File: src/rtl/frd_pkg.sv
// Package: widths, reset values, register indexes and result type of the FSK frame demodulator.
package frd_pkg;

    localparam int TIME_WIDTH  = 32;
    localparam int FRAME_WIDTH = 64;
    localparam int CARD_WIDTH  = 24;
    localparam int CFG_IDX_W   = 3;
    localparam int CFG_DATA_W  = 10;

    localparam int PERIOD_W = 10;
    localparam int RUN_W    = 4;
    localparam int SYNC_W   = 8;
    localparam int HALF_W   = 7;

    localparam logic [PERIOD_W-1:0] MIN_PERIOD_RST     = PERIOD_W'(50);
    localparam logic [PERIOD_W-1:0] SHORT_LIMIT_RST    = PERIOD_W'(70);
    localparam logic [PERIOD_W-1:0] LONG_LIMIT_RST     = PERIOD_W'(100);
    localparam logic [RUN_W-1:0]    ZERO_RUN_RST       = RUN_W'(6);
    localparam logic [RUN_W-1:0]    ONE_RUN_RST        = RUN_W'(5);
    localparam logic [SYNC_W-1:0]   SYNC_RUN_RST       = SYNC_W'(15);
    localparam logic [HALF_W-1:0]   FRAME_HALFBITS_RST = HALF_W'(90);

    localparam logic [SYNC_W-1:0] LONG_COUNT_MAX = '1;
    localparam logic [HALF_W-1:0] HALF_COUNT_MAX = '1;

    // Configuration register indexes
    typedef enum logic [CFG_IDX_W-1:0] {
        CFG_MIN_PERIOD     = 3'd0,
        CFG_SHORT_LIMIT    = 3'd1,
        CFG_LONG_LIMIT     = 3'd2,
        CFG_ZERO_RUN       = 3'd3,
        CFG_ONE_RUN        = 3'd4,
        CFG_SYNC_RUN       = 3'd5,
        CFG_FRAME_HALFBITS = 3'd6
    } t_cfg_idx;

    typedef struct packed {
        logic                   frame_valid;
        logic [CARD_WIDTH-1:0]  card_number;
        logic [FRAME_WIDTH-1:0] raw_frame;
        logic                   sync_seen;
    } t_result;

endpackage

File: src/rtl/frd_if.sv
// Interfaces: edge input, result output and configuration write channels.
interface frd_in_if import frd_pkg::*; ();
    logic                  valid;
    logic                  ready;
    logic [TIME_WIDTH-1:0] edge_time;

    modport source (output valid, output edge_time, input ready);
    modport sink (input valid, input edge_time, output ready);
endinterface

interface frd_out_if import frd_pkg::*; ();
    logic                   valid;
    logic                   ready;
    logic                   frame_valid;
    logic [CARD_WIDTH-1:0]  card_number;
    logic [FRAME_WIDTH-1:0] raw_frame;
    logic                   sync_seen;

    modport source (output valid, output frame_valid, output card_number,
                    output raw_frame, output sync_seen, input ready);
    modport sink (input valid, input frame_valid, input card_number,
                  input raw_frame, input sync_seen, output ready);
endinterface

interface frd_cfg_if import frd_pkg::*; ();
    logic                  valid;
    logic                  ready;
    logic [CFG_IDX_W-1:0]  index;
    logic [CFG_DATA_W-1:0] data;

    modport source (output valid, output index, output data, input ready);
    modport sink (input valid, input index, input data, output ready);
endinterface

File: src/rtl/fsk_rfid_frame_demodulator_core.sv
// Top level: FSK carrier edge classifier, Manchester decoder and frame register.
// Each edge transaction's result is registered into the output register, or into the skid entry while a result waits.
// Throughput: one edge per cycle while the skid entry is empty; the per-edge compare-and-update step is combinational.
// A two-entry output buffer keeps accepting edges while one result waits downstream.
// Reset (synchronous, active low) clears decoder state and loads register defaults.
module fsk_rfid_frame_demodulator_core import frd_pkg::*; (
    input  logic      i_clk,
    input  logic      i_rst_n,
    frd_cfg_if.sink   i_cfg,
    frd_in_if.sink    i_edge,
    frd_out_if.source o_result
);

    // Configuration registers
    logic [PERIOD_W-1:0] r_min_period, r_short_limit, r_long_limit;
    logic [RUN_W-1:0]    r_zero_run, r_one_run;
    logic [SYNC_W-1:0]   r_sync_run;
    logic [HALF_W-1:0]   r_frame_halfbits;

    // Decoder state
    logic [TIME_WIDTH-1:0]  r_last_edge;
    logic [RUN_W-1:0]       r_short_count, n_short_count;
    logic [SYNC_W-1:0]      r_long_count, n_long_count;
    logic [RUN_W-1:0]       r_long_phase, n_long_phase;
    logic [HALF_W-1:0]      r_half_count, n_half_count;
    logic                   r_first_half, n_first_half;
    logic [FRAME_WIDTH-1:0] r_frame_shift, n_frame_shift;

    // Output buffer
    logic    r_out_valid, r_skid_valid;
    t_result r_out, r_skid, n_result;

    logic                  in_accept, out_pop, cfg_accept;
    logic [TIME_WIDTH-1:0] delta;
    logic                  above_min, is_short, is_long;
    logic                  half_put, half_bit, sync;
    logic [RUN_W-1:0]      short_inc, phase_inc;
    logic [SYNC_W-1:0]     long_inc;

    assign i_cfg.ready  = 1'b1;
    assign cfg_accept   = i_cfg.valid && i_cfg.ready;
    assign i_edge.ready = !r_skid_valid;
    assign in_accept    = i_edge.valid && i_edge.ready;
    assign out_pop      = r_out_valid && o_result.ready;

    // Write configuration registers
    always_ff @(posedge i_clk) begin
        if (!i_rst_n) begin
            r_min_period     <= MIN_PERIOD_RST;
            r_short_limit    <= SHORT_LIMIT_RST;
            r_long_limit     <= LONG_LIMIT_RST;
            r_zero_run       <= ZERO_RUN_RST;
            r_one_run        <= ONE_RUN_RST;
            r_sync_run       <= SYNC_RUN_RST;
            r_frame_halfbits <= FRAME_HALFBITS_RST;
        end else if (cfg_accept) begin
            case (t_cfg_idx'(i_cfg.index))
                CFG_MIN_PERIOD:     r_min_period     <= i_cfg.data;
                CFG_SHORT_LIMIT:    r_short_limit    <= i_cfg.data;
                CFG_LONG_LIMIT:     r_long_limit     <= i_cfg.data;
                CFG_ZERO_RUN:       r_zero_run       <= i_cfg.data[RUN_W-1:0];
                CFG_ONE_RUN:        r_one_run        <= i_cfg.data[RUN_W-1:0];
                CFG_SYNC_RUN:       r_sync_run       <= i_cfg.data[SYNC_W-1:0];
                CFG_FRAME_HALFBITS: r_frame_halfbits <= i_cfg.data[HALF_W-1:0];
                default: ;
            endcase
        end
    end

    // Classify the period since the previous edge
    assign delta     = i_edge.edge_time - r_last_edge;
    assign above_min = delta > TIME_WIDTH'(r_min_period);
    assign is_short  = above_min && (delta < TIME_WIDTH'(r_short_limit));
    assign is_long   = !is_short && above_min && (delta < TIME_WIDTH'(r_long_limit));
    assign short_inc = r_short_count + RUN_W'(1);
    assign phase_inc = r_long_phase + RUN_W'(1);
    assign long_inc  = r_long_count + SYNC_W'(1);

    // Count runs, form half-bits, Manchester decode and build the result
    always_comb begin
        n_short_count = '0;
        n_long_count  = '0;
        n_long_phase  = '0;
        half_put      = 1'b0;
        half_bit      = 1'b0;
        sync          = 1'b0;
        n_half_count  = r_half_count;
        n_first_half  = r_first_half;
        n_frame_shift = r_frame_shift;

        if (is_short) begin
            if (short_inc == r_zero_run) begin
                half_put = 1'b1;
            end else begin
                n_short_count = short_inc;
            end
        end else if (is_long) begin
            if (r_long_count != LONG_COUNT_MAX) begin
                n_long_count = long_inc;
                sync         = (long_inc == r_sync_run);
            end else begin
                n_long_count = r_long_count;
            end
            if (phase_inc == r_one_run) begin
                half_put = 1'b1;
                half_bit = 1'b1;
            end else begin
                n_long_phase = phase_inc;
            end
        end

        // Pair half-bits; a second half equal to the first is dropped
        if (half_put) begin
            if (r_half_count[0]) begin
                if (half_bit != r_first_half) begin
                    n_frame_shift = {r_frame_shift[FRAME_WIDTH-2:0], r_first_half};
                    if (r_half_count != HALF_COUNT_MAX) begin
                        n_half_count = r_half_count + HALF_W'(1);
                    end
                end
            end else begin
                n_first_half = half_bit;
                if (r_half_count != HALF_COUNT_MAX) begin
                    n_half_count = r_half_count + HALF_W'(1);
                end
            end
        end

        // Clear the frame on sync
        if (sync) begin
            n_half_count  = '0;
            n_frame_shift = '0;
        end

        n_result.frame_valid = (n_half_count == r_frame_halfbits);
        n_result.card_number = n_frame_shift[CARD_WIDTH:1];
        n_result.raw_frame   = n_frame_shift;
        n_result.sync_seen   = sync;
    end

    // Advance decoder state on each edge transaction
    always_ff @(posedge i_clk) begin
        if (!i_rst_n) begin
            r_last_edge   <= '0;
            r_short_count <= '0;
            r_long_count  <= '0;
            r_long_phase  <= '0;
            r_half_count  <= '0;
            r_first_half  <= 1'b0;
            r_frame_shift <= '0;
        end else if (in_accept) begin
            r_last_edge   <= i_edge.edge_time;
            r_short_count <= n_short_count;
            r_long_count  <= n_long_count;
            r_long_phase  <= n_long_phase;
            r_half_count  <= n_half_count;
            r_first_half  <= n_first_half;
            r_frame_shift <= n_frame_shift;
        end
    end

    // Hold results in the output register and the skid entry
    always_ff @(posedge i_clk) begin
        if (!i_rst_n) begin
            r_out_valid  <= 1'b0;
            r_skid_valid <= 1'b0;
        end else if (out_pop) begin
            if (r_skid_valid) begin
                r_out_valid  <= 1'b1;
                r_skid_valid <= in_accept;
            end else begin
                r_out_valid  <= in_accept;
            end
        end else if (in_accept) begin
            if (r_out_valid) begin
                r_skid_valid <= 1'b1;
            end else begin
                r_out_valid  <= 1'b1;
            end
        end
    end

    always_ff @(posedge i_clk) begin
        if (out_pop) begin
            if (r_skid_valid) begin
                r_out <= r_skid;
                if (in_accept) begin
                    r_skid <= n_result;
                end
            end else if (in_accept) begin
                r_out <= n_result;
            end
        end else if (in_accept) begin
            if (r_out_valid) begin
                r_skid <= n_result;
            end else begin
                r_out <= n_result;
            end
        end
    end

    assign o_result.valid       = r_out_valid;
    assign o_result.frame_valid = r_out.frame_valid;
    assign o_result.card_number = r_out.card_number;
    assign o_result.raw_frame   = r_out.raw_frame;
    assign o_result.sync_seen   = r_out.sync_seen;

    // The skid entry is only ever filled behind a waiting result
    assert property (@(posedge i_clk) disable iff (!i_rst_n)
        r_skid_valid |-> r_out_valid)
        else $error("skid entry valid without output result");

    // A result shown with sync carries a cleared frame
    assert property (@(posedge i_clk) disable iff (!i_rst_n)
        (o_result.valid && o_result.sync_seen) |-> (o_result.raw_frame == '0))
        else $error("sync result with non-empty frame");

    // An edge taken into an empty buffer shows its result next cycle
    assert property (@(posedge i_clk) disable iff (!i_rst_n)
        (in_accept && !r_out_valid) |=> r_out_valid)
        else $error("accepted edge produced no result");

    // Card number is always the slice of the raw frame
    assert property (@(posedge i_clk) disable iff (!i_rst_n)
        o_result.valid |-> (o_result.card_number == o_result.raw_frame[CARD_WIDTH:1]))
        else $error("card number does not match raw frame");

endmodule
File: src/flat_wrapper.sv
// flat-port wrapper written by rule: the top's interface ports become plain ports
module fsk_rfid_frame_demodulator_core_flat import frd_pkg::*;
  (i_clk, i_rst_n, i_cfg_valid, i_cfg_index, i_cfg_data, i_cfg_ready, i_edge_valid, i_edge_edge_time, i_edge_ready, o_result_valid, o_result_frame_valid, o_result_card_number, o_result_raw_frame, o_result_sync_seen, o_result_ready);
  frd_cfg_if i_cfg_i ();
  frd_in_if i_edge_i ();
  frd_out_if o_result_i ();
  input  logic i_clk;
  input  logic i_rst_n;
  input wire logic [$bits(i_cfg_i.valid)-1:0] i_cfg_valid;
  input wire logic [$bits(i_cfg_i.index)-1:0] i_cfg_index;
  input wire logic [$bits(i_cfg_i.data)-1:0] i_cfg_data;
  output wire logic [$bits(i_cfg_i.ready)-1:0] i_cfg_ready;
  input wire logic [$bits(i_edge_i.valid)-1:0] i_edge_valid;
  input wire logic [$bits(i_edge_i.edge_time)-1:0] i_edge_edge_time;
  output wire logic [$bits(i_edge_i.ready)-1:0] i_edge_ready;
  output wire logic [$bits(o_result_i.valid)-1:0] o_result_valid;
  output wire logic [$bits(o_result_i.frame_valid)-1:0] o_result_frame_valid;
  output wire logic [$bits(o_result_i.card_number)-1:0] o_result_card_number;
  output wire logic [$bits(o_result_i.raw_frame)-1:0] o_result_raw_frame;
  output wire logic [$bits(o_result_i.sync_seen)-1:0] o_result_sync_seen;
  input wire logic [$bits(o_result_i.ready)-1:0] o_result_ready;
  assign i_cfg_i.valid = i_cfg_valid;
  assign i_cfg_i.index = i_cfg_index;
  assign i_cfg_i.data = i_cfg_data;
  assign i_cfg_ready = i_cfg_i.ready;
  assign i_edge_i.valid = i_edge_valid;
  assign i_edge_i.edge_time = i_edge_edge_time;
  assign i_edge_ready = i_edge_i.ready;
  assign o_result_valid = o_result_i.valid;
  assign o_result_frame_valid = o_result_i.frame_valid;
  assign o_result_card_number = o_result_i.card_number;
  assign o_result_raw_frame = o_result_i.raw_frame;
  assign o_result_sync_seen = o_result_i.sync_seen;
  assign o_result_i.ready = o_result_ready;
  fsk_rfid_frame_demodulator_core u_core (.i_clk(i_clk), .i_rst_n(i_rst_n), .i_cfg(i_cfg_i), .i_edge(i_edge_i), .o_result(o_result_i));
endmodule
File: config.mk
export PLATFORM = sky130hd
export DESIGN_NAME = fsk_rfid_frame_demodulator_core_flat
export DESIGN_NICKNAME = d
export VERILOG_FILES = /design/src/rtl/frd_pkg.sv /design/src/rtl/frd_if.sv /design/src/rtl/fsk_rfid_frame_demodulator_core.sv /design/src/flat_wrapper.sv
export SDC_FILE = /design/constraint.sdc
export NUM_CORES = 1
export LEC_CHECK = 0
export BUFFER_PORTS_ARGS = -buffer_cell sky130_fd_sc_hd__buf_2
export CAP_MARGIN = 20
export CORE_AREA = 3 3 219 178
export DETAILED_ROUTE_END_ITERATION = 16
export DIE_AREA = 0 0 222 181
export PLACE_DENSITY = 0.71
export SYNTH_ARGS = -nofsm -noshare
export SYNTH_HDL_FRONTEND = slang
export SYNTH_SLANG_ARGS = --single-unit
File: constraint.sdc
create_clock -name i_clk -period 12.6 [get_ports i_clk]
set_input_delay 0.63 -clock i_clk [delete_from_list [all_inputs] [get_ports i_clk]]
set_output_delay 0.63 -clock i_clk [all_outputs]
set_load 0.01 [all_outputs]
==> flow_summary.ini <==
[placed_design]
detailed_place_hpwl_mm = 26.4
port_buffers = 141
finalWeightedCongestion = 0.943
placedCellCount = 2293

[hold_path]
hold_path_class = in -> reg
min_delay_path_depth = 3
hold_path_startpoint = i_edge_edge_time[0]
whs_endpoint = u_core.r_last_edge[0]

[critical_path]
regToRegSetupSlack_ns = 6.44
crit-reg2reg-capture = u_core.o_result.frame_valid
worstPathMaxFanout = 69
timing.critical_path.slowest_stage_cell = sky130_fd_sc_hd__buf_4
worstPathArrival_ns = 6.50
worst_ep_required_time_ns = 12.95
critical_path.endpoint_type = flip-flop
r2r_cells = 22
cp_top_family = simple AND/OR/NAND/NOR gates
total_buffers_and_inverters_traversed_by_the_critical_path = 2
crit_chain = inv_1, ha_1, a21o_1, a21oi_1, nand2_1, a21o_1, a21oi_1, xnor2_1, ha_1, and3_1, nand4_1, a21oi_1, a2111oi_0, nor4_1, nand4_1, or4_1, or4b_4, nor2b_4, buf_4, a21oi_1, a211o_1, o32ai_2
timing.critical_path.from_type = flip-flop
critPathMostFrequentCell = sky130_fd_sc_hd__a21oi_1
crit_start = u_core.r_last_edge[4]
crit_path_max_incr_delay_ns = 0.66
timing.rr.start = u_core.r_last_edge[4]
critical_path_class = reg -> reg

[layout]
multiInputGateArea_um2 = 8230
drive_above_1_share = 0.158
syn2layout_area_growth_pct = 12.1
finish.net_count = 1957
diodes = 0
stdcell_count = 2356
final_core_utilization = 0.502
nFillCells = 3408
seqCellArea_um2 = 7470

[power_and_ir_drop]
power_switching_mw = 0.627
power.switching_fraction = 0.264
fraction_of_power_consumed_by_combinational_cells = 0.135
p_per_area_nw_per_um2 = 128
seq_power_share = 0.456
p_leak_nw = 7.47
vdd_drop_max_mv = 0.0900
internal_power_contribution_mw = 1.75
power.clock.fraction = 0.409

[clock_tree]
post_cts_repair_setup_buffers = 0
cts-hold-fix-buffers = 0
tritoncts_buffer_count = 34
cts.clk_slew.worst_paths_ns = 0.06
clockBufferDepth = 3
clock_tree.htree_level_count = 2
tritoncts = yes
clock_latency_ns = 0.53
postCtsResizedCells = 0
cts_sinks = 307
clock_tree.root_cell = sky130_fd_sc_hd__clkbuf_16

[sta]
max_slew.worst_pin.slew_ns = 1.01
layout_worst_path_cycle_share = 0.489
fin_skew_ns = 0.0130
layout_min_cycle_time_ns = 6.16
slew_headroom = 0.326
drv_slew = 0
totalNegativeSetupSlack_ns = 0
finalHoldViolCount = 0
unrepaired_setup_endpoints_after_global_routing = no
achievable-frequency_ghz = 0.162
setup_viol = 0

[run_status]
outcome = complete, no violations

[synth]
share_of_synthesized_area_occupied_by_flip_flops_and_latches = 0.451
compound_gate_portion_of_the_synthesized_area = 0.160
synthArstFlopShare = 0
post_synth_and_or_nand_nor_area_fraction = 0.172
synth_fp_nets = 1884
synth.area.mux_share = 0.0934
postSynthRegisterBits = 307
synth.distinct_cells = 78
synthXorXnorAreaFrac = 0.0201
synth-edff-count = 132
mappedNetlistArea_um2 = 16600
dominantRegCellSynth = sky130_fd_sc_hd__dfxtp_1
avgSynthCellArea_um2 = 9.35
synth_cells = 1770
yosysWarnings = 0
combinational_family_with_the_most_area_after_synthesis = simple AND/OR/NAND/NOR gates
post_synth_adder_cell_area = 0.0488

[route]
vias_per_cell = 5.50
dr.first_iter.drc_count = 837
detail_route.first_pass.iterations = 5
antenna_left = 0
detail_route.wirelength_mm = 40.5
via_count = 13000
wire_per_inst_um = 17.2
drc = 0

[global_routing]
grt.overflow.total = 0
largest_net_degree_at_the_start_of_global_routing = 101
groute.usage.overall = 0.199
grt_antenna_before_repair = 1
first_pass_grt_wire_length_mm = 66.4
grt_pass1_vias = 12700

[floorplan]
core_area_um2 = 37000
initial_core_util = 0.448
design.portCount = 143
std_cell_rows = 63
dieArea_um2 = 40200
dieWidth_um = 222
die_height_um = 181

[flow_run]
drv.max_cap_violation_count = 0
## cell type report
cell class	count	share of cell area
inverter	86	0.0174
clock inverter	11	0.00546
timing repair buffer	155	0.0451
tap	487	0.0329
clock buffer	51	0.0531
sequential	307	0.403
multi-input combinational	1259	0.443
## cells in the final DEF (no fill, tap or decap), drive strengths merged, types with 20 or more instances in the layout
cell type,instances
a21oi,62
xnor2,26
nand2,331
nor3,20
edfxtp,132
mux2i,79
buf,155
ha,63
nand3,39
inv,88
nor2b,25
nand4,21
nor2,114
o21ai,49
mux2,67
dfxtp,175
clkbuf,51
a21boi,138
## routing by layer
| metal | GRT usage | up-vias | part of all wire |
|---|---|---|---|
| met2 | 0.318 | 321 | 0.45 |
| met1 | 0.282 | 6197 | 0.48 |
| met3 | 0.0317 | 53 | 0.050 |
| met5 | 0 | - | 0.00032 |
| met4 | 0.0514 | 2 | 0.019 |
| li1 | - | 6378 | - |
## kinds of logic after synthesis
| family | Yosys count |
|---|---|
| AO/OA/AOI/OAI | 376 |
| XOR/XNOR | 38 |
| adder cells (fa/ha/maj) | 64 |
| buffers and inverters | 204 |
| flip-flops | 307 |
| multiplexers | 146 |
| other | 1 |
| AND/OR/NAND/NOR | 634 |
## synth_stat cells (all sizes together), types with 39 or more instances
cell type / number / area, um2
a21boi: 138 / 1040
a21oi: 62 / 314
buf: 59 / 362
clkbuf: 59 / 221
dfxtp: 175 / 3500
edfxtp: 132 / 3960
ha: 63 / 788
inv: 86 / 323
mux2: 67 / 754
mux2i: 79 / 791
nand2: 331 / 1240
nand3: 39 / 195
nor2: 114 / 428
o21ai: 49 / 249
## power by group through the flow
stage	Sequential (mW)	Clock (mW)	Combinational [mW]
after global placement	1.11	0	0.312
after CTS	1.08	1.00	0.317
after floorplan	1.11	0	0.214
after detailed placement	1.11	0	0.315
after global routing	1.09	1.04	0.355
final	1.08	0.974	0.320
## per-stage QoR
stage / power [mW] / hold WS, ns / setup WS [ns] / area, um2
finish: 2.38 / 0.365 / 6.44 / 18500
global route: 2.48 / 0.361 / 5.96 / 18500
CTS: 2.40 / 0.342 / 6.47 / 18500
detailed placement: 1.42 / 0.459 / 6.06 / 17400
global placement: 1.42 / 0.450 / 6.23 / 17400
floorplan: 1.32 / 0.439 / 7.20 / 16600
## state kept, by name (all words and copies together), names as in the netlist
name                         cells
u_core.r_last_edge              32
u_core.r_one_run                 4
u_core.o_result.valid            1
u_core.o_result.sync_seen        1
u_core.r_half_count              7
u_core.r_sync_run                8
u_core.r_skid_valid              1
u_core.r_short_limit            10
u_core.r_skid                   66
u_core.o_result.raw_frame       64
u_core.r_short_count             4
u_core.r_zero_run                4
u_core.r_long_phase              4
u_core.r_long_limit             10
u_core.r_long_count              8
u_core.o_result.frame_valid      1
u_core.r_frame_shift            64
u_core.r_first_half              1
u_core.r_min_period             10
u_core.r_frame_halfbits          7
## worst max-delay path by stage
stage	end	slack, ns	cells after the start
after floorplan	u_core.o_result.frame_valid	7.20	22
after global placement	u_core.o_result.frame_valid	6.23	24
after detailed placement	u_core.o_result.frame_valid	6.06	24
after CTS	u_core.o_result.frame_valid	6.47	22
after global routing	u_core.o_result.frame_valid	5.96	22
final	u_core.o_result.frame_valid	6.44	22
## worst reg2reg max path, delay by kind of cell (launching register included)
family	cells	cell delay [ns]
xor+xnor	1	0.16
fa+ha+maj	2	0.65
buf+inv	2	0.70
flops	1	0.32
simple gates	8	2.20
compound gates	9	1.92
Note: power is estimated with default switching activity, not from simulation.
